File: src/mlsd_pkg.sv
package mlsd_pkg;

    localparam int TABLE_ENTRIES = 64;

    // Request kinds
    localparam logic ACT_PROG = 1'b0;
    localparam logic ACT_WORD = 1'b1;

    localparam logic [3:0] POP_MAX = 4'd15;

    typedef enum logic [1:0] {
        ST_FWD = 2'd0,
        ST_TTL = 2'd1,
        ST_BAD = 2'd2
    } status_t;

    // One decap table entry
    typedef struct packed {
        logic        valid;
        logic [15:0] fib;
        logic [19:0] label;
        logic        bottom;
        logic [7:0]  nxt;
        logic [15:0] tx_fib;
    } entry_t;

    // Lookup token that walks down the cell chain
    typedef struct packed {
        logic        vld;
        logic [15:0] fib;
        logic [19:0] label;
        logic        bottom;
        logic        found;
        logic [7:0]  nxt;
        logic [15:0] tx_fib;
    } token_t;

endpackage

File: src/mlsd_cell.sv
module mlsd_cell
    import mlsd_pkg::*;
(
    input  logic   clk,
    input  logic   rst_n,
    input  logic   wr_en,
    input  entry_t wr_entry,
    input  token_t tok_in,
    output token_t tok_out
);

    entry_t entry_reg;
    logic   valid_reg;
    token_t tok_reg;
    token_t tok_next;
    logic   match;

    // Hold the entry payload; written only by a program request
    always_ff @(posedge clk)
    begin
        if (wr_en)
        begin
            entry_reg <= wr_entry;
        end
    end

    // Track entry validity
    always_ff @(posedge clk or negedge rst_n)
    begin
        if (!rst_n)
        begin
            valid_reg <= 1'b0;
        end
        else if (wr_en)
        begin
            valid_reg <= wr_entry.valid;
        end
    end

    // Compare the key; an earlier cell's hit takes priority
    assign match = valid_reg && (entry_reg.fib == tok_in.fib)
                   && (entry_reg.label == tok_in.label)
                   && (entry_reg.bottom == tok_in.bottom);

    always_comb
    begin
        tok_next = tok_in;
        if (!tok_in.found && match)
        begin
            tok_next.found  = 1'b1;
            tok_next.nxt    = entry_reg.nxt;
            tok_next.tx_fib = entry_reg.tx_fib;
        end
    end

    // Advance the token to the neighbor
    always_ff @(posedge clk or negedge rst_n)
    begin
        if (!rst_n)
        begin
            tok_reg <= '0;
        end
        else
        begin
            tok_reg <= tok_next;
        end
    end

    assign tok_out = tok_reg;

endmodule

File: config.mk
export PLATFORM = sky130hd
export DESIGN_NAME = mlsd_cell
export DESIGN_NICKNAME = d
export VERILOG_FILES = /design/src/mlsd_pkg.sv /design/src/mlsd_cell.sv
export SDC_FILE = /design/constraint.sdc
export NUM_CORES = 1
export LEC_CHECK = 0
export BUFFER_PORTS_ARGS = -buffer_cell sky130_fd_sc_hd__clkbuf_2
export CORE_ASPECT_RATIO = 0.5
export CORE_UTILIZATION = 50
export CTS_CLUSTER_DIAMETER = 100
export CTS_CLUSTER_SIZE = 16
export DETAILED_ROUTE_END_ITERATION = 8
export PLACE_DENSITY = 0.88
export SYNTH_ARGS = -nofsm -noshare
export SYNTH_HDL_FRONTEND = slang
export SYNTH_SLANG_ARGS = --single-unit
File: constraint.sdc
create_clock -name clk -period 4.6 [get_ports clk]
set_input_delay 0.46 -clock clk [delete_from_list [all_inputs] [get_ports clk]]
set_output_delay 0.46 -clock clk [all_outputs]
set_load 0.02 [all_outputs]
==> flow_summary.ini <==
[drt]
detailedRoute.firstPassIterationCount = 4
ant_nets = 0
drt_iter0_drc = 111
route.detailed.vias_per_inst = 4.675
routed-via-count = 2585
remaining_drc_errors = 0
wl_mm = 8.994
wl_per_cell_um = 16.26

[clocking]
resized_after_cts = 0
ctsRootBufferMaster = sky130_fd_sc_hd__clkbuf_16
clock_insertion_delay_worst_skew_ns = 0.40
tritoncts = done
cts.reportedPaths.clkPinSlew_ns = 0.05
numClockSinks = 125
hold_buf_count_cts = 0
cts_max_path_buffers = 2
cts_setup_buffers = 0
cts_made_buffers = 17
clock_tree.htree_level_count = 4

[timing]
setup_viol = 0
hold_viol = 0
rsz0062_at_grt = no
worst_slew_margin_rel = 0.4465
fmax_mhz = 432.5
finClkSkew_ns = 0.008475
final_cycle_share = 0.5026
finalWorstPathRequiredPeriod_ns = 2.312
setup_total_negative_slack_ns = 0
worst-slew-pin-transition_ns = 0.8303
slew_violations = 0

[setup_path]
timing.reg2reg.worst_path_depth = 6
r2r-start = entry_reg[29]
rr_endpoint = tok_out[3]
critical_path.startpoint_type = flop
critPathRequiredTime_ns = 4.87
critical_path_peak_fanout = 24
critPathMaxStageDelay_ns = 0.70
timing.critical_path.cells = xnor2_1 > nand4_1 > nor4_1 > nand4_2 > buf_4 > mux2_1
crit_path_end = tok_out[3]
data_arrival_time_of_the_critical_path_ns = 2.58
cp-end-kind = flop
slowest_stage = sky130_fd_sc_hd__nor4_1
cp-startpoint = entry_reg[29]
worstSetupPathType = reg2reg
ff2ff_setup_slack_ns = 2.29

[yosys]
synthesis.area_per_instance_um2 = 19.77
synth-seq-cells = 125
yosysUniqueCellTypes = 20
synth_async_sr_flop_share = 0.5120
mappedNetlistArea_um2 = 4309
postSynth.topFlopCell = sky130_fd_sc_hd__dfrtp_1
synth_edf_count = 61
synth_nets = 346
ys_seq_area_frac = 0.7967
netlist_instances = 218
synth.yosys.warnings = 0

[power_and_ir_drop]
peakVddDrop_mv = 0.3133
powerDensity_nw_per_um2 = 468.5
p_leak_uw = 0.002807
power_uw = 2812

[layout]
largest_register_ffs = 63
drive_gt1_frac = 0.5556
insertedDiodeCount = 0
synthToLayoutAreaGrowth_pct = 39.29
area_taken_by_multi_input_logic_gates_um2 = 838.3
fillCellCount = 546
nNetsFinal = 556
final-seq-area_um2 = 3433
finalInstanceArea_um2 = 6002

[placed_design]
io_buffer_count = 190
place_area_um2 = 5400
hpwl_mm = 6.473
place.gp.congestion = 0.8294

[global_route]
grt_pass1_vias = 2735
grt_ovf = 0
track_usage = 0.2124
grt_start_max_net_pins = 65
grt_antenna_before_repair = 0
grt_first_pass_wirelength_mm = 13.34

[floorplan]
die_area_um2 = 9016
num_io_pins = 191
core.rowCount = 23
core_area_um2 = 8173
die_y_um = 67.65
chipWidth_um = 133.3
initial_utilization = 0.5273

[run_status]
status = complete, no violations

[flow_run]
cap_violations = 0

[worst_hold_path]
hold_path_class = in2reg
## synth_stat cells, types with 2 or more instances
cell | instances | share of area
sky130_fd_sc_hd__edfxtp_1 | 61 | 0.43
sky130_fd_sc_hd__nand4_1 | 7 | 0.010
sky130_fd_sc_hd__dfrtp_1 | 64 | 0.37
sky130_fd_sc_hd__a2111o_1 | 3 | 0.0078
sky130_fd_sc_hd__mux2_4 | 20 | 0.070
sky130_fd_sc_hd__nor4_1 | 2 | 0.0029
sky130_fd_sc_hd__nand2b_1 | 7 | 0.010
sky130_fd_sc_hd__nor2b_1 | 9 | 0.013
sky130_fd_sc_hd__o2111ai_1 | 2 | 0.0041
sky130_fd_sc_hd__xnor2_1 | 26 | 0.053
sky130_fd_sc_hd__mux2_1 | 4 | 0.010
sky130_fd_sc_hd__buf_6 | 2 | 0.0052
sky130_fd_sc_hd__inv_1 | 4 | 0.0035
## how the worst min path moves through the flow
stage                  from     endpoint  cells past startpoint
2_1_floorplan         rst_n   tok_out[0]                      0
3_3_place_gp   entry_reg[2]   tok_out[2]                      1
3_5_place_dp   entry_reg[0]   tok_out[0]                      1
4_1_cts          tok_in[62]  tok_out[62]                      1
5_1_grt          tok_in[62]  tok_out[62]                      1
6_report         tok_in[62]  tok_out[62]                      1
## logic make-up (layout without fill, tap and decap cells)
family          Yosys count  count (layout)  share of synthesized area
compound gates            6               6                    0.01394
xor+xnor                 26              26                    0.05285
buf+inv                   6             229                   0.008709
flops                   125             125                     0.7967
mux                      25              25                    0.08275
simple gates             30              30                    0.04500
## through the flow
step	hold slack [ns]	utilization	setup WS, ns	instances
after floorplan	0.1644	-	2.464	218
after detailed placement	0.4505	0.6607	2.098	521
after CTS	0.1556	0.7344	2.286	553
after global placement	0.4344	0.6607	2.187	521
final	0.1746	0.7344	2.288	553
after global routing	0.1571	0.7344	2.095	553
## area by class of cell
cell class / count / area share
multi-input cells: 87 / 0.1397
well taps: 112 / 0.02335
clock inverters: 7 / 0.01418
clock buffers: 25 / 0.08610
inverters: 4 / 0.002502
flip-flops and latches: 125 / 0.5720
repair buffers: 193 / 0.1622
## per-layer routing
metal / vias to the layer above / GRT usage / share of wire / wire [um]
met5: - / 0 / 0 / 0
met4: 0 / 0.09801 / 0.016 / 141
met3: 13 / 0.08934 / 0.049 / 445
met2: 83 / 0.3861 / 0.56 / 5023
met1: 1273 / 0.2205 / 0.38 / 3383
li1: 1216 / - / - / -
## where the power goes
| group | switching (uW) | internal (uW) |
|---|---|---|
| registers | 24.8 | 1260 |
| logic | 114 | 99.0 |
| clock network | 435 | 883 |
## placed cells by master (no fill, tap or decap), types with 2 or more instances in the layout
| master | n |
|---|---|
| sky130_fd_sc_hd__nor2b_1 | 9 |
| sky130_fd_sc_hd__dfrtp_1 | 64 |
| sky130_fd_sc_hd__mux2_4 | 20 |
| sky130_fd_sc_hd__a2111o_1 | 3 |
| sky130_fd_sc_hd__inv_1 | 4 |
| sky130_fd_sc_hd__clkbuf_1 | 3 |
| sky130_fd_sc_hd__clkinv_2 | 5 |
| sky130_fd_sc_hd__o2111ai_1 | 2 |
| sky130_fd_sc_hd__nor4_1 | 2 |
| sky130_fd_sc_hd__nand4_1 | 7 |
| sky130_fd_sc_hd__mux2_1 | 4 |
| sky130_fd_sc_hd__edfxtp_1 | 61 |
| sky130_fd_sc_hd__bufinv_16 | 2 |
| sky130_fd_sc_hd__xnor2_1 | 26 |
| sky130_fd_sc_hd__nand2b_1 | 7 |
| sky130_fd_sc_hd__clkbuf_2 | 189 |
| sky130_fd_sc_hd__clkbuf_8 | 4 |
| sky130_fd_sc_hd__buf_4 | 3 |
| sky130_fd_sc_hd__clkbuf_16 | 18 |
## critical path: cells and delay by family (launching register included)
family,cells,cell delay (ns)
buffers and inverters,1,0.32
XOR/XNOR,1,0.16
flip-flops,1,0.37
multiplexers,1,0.37
AND/OR/NAND/NOR,3,0.96
(Power assumes the default switching activity.)
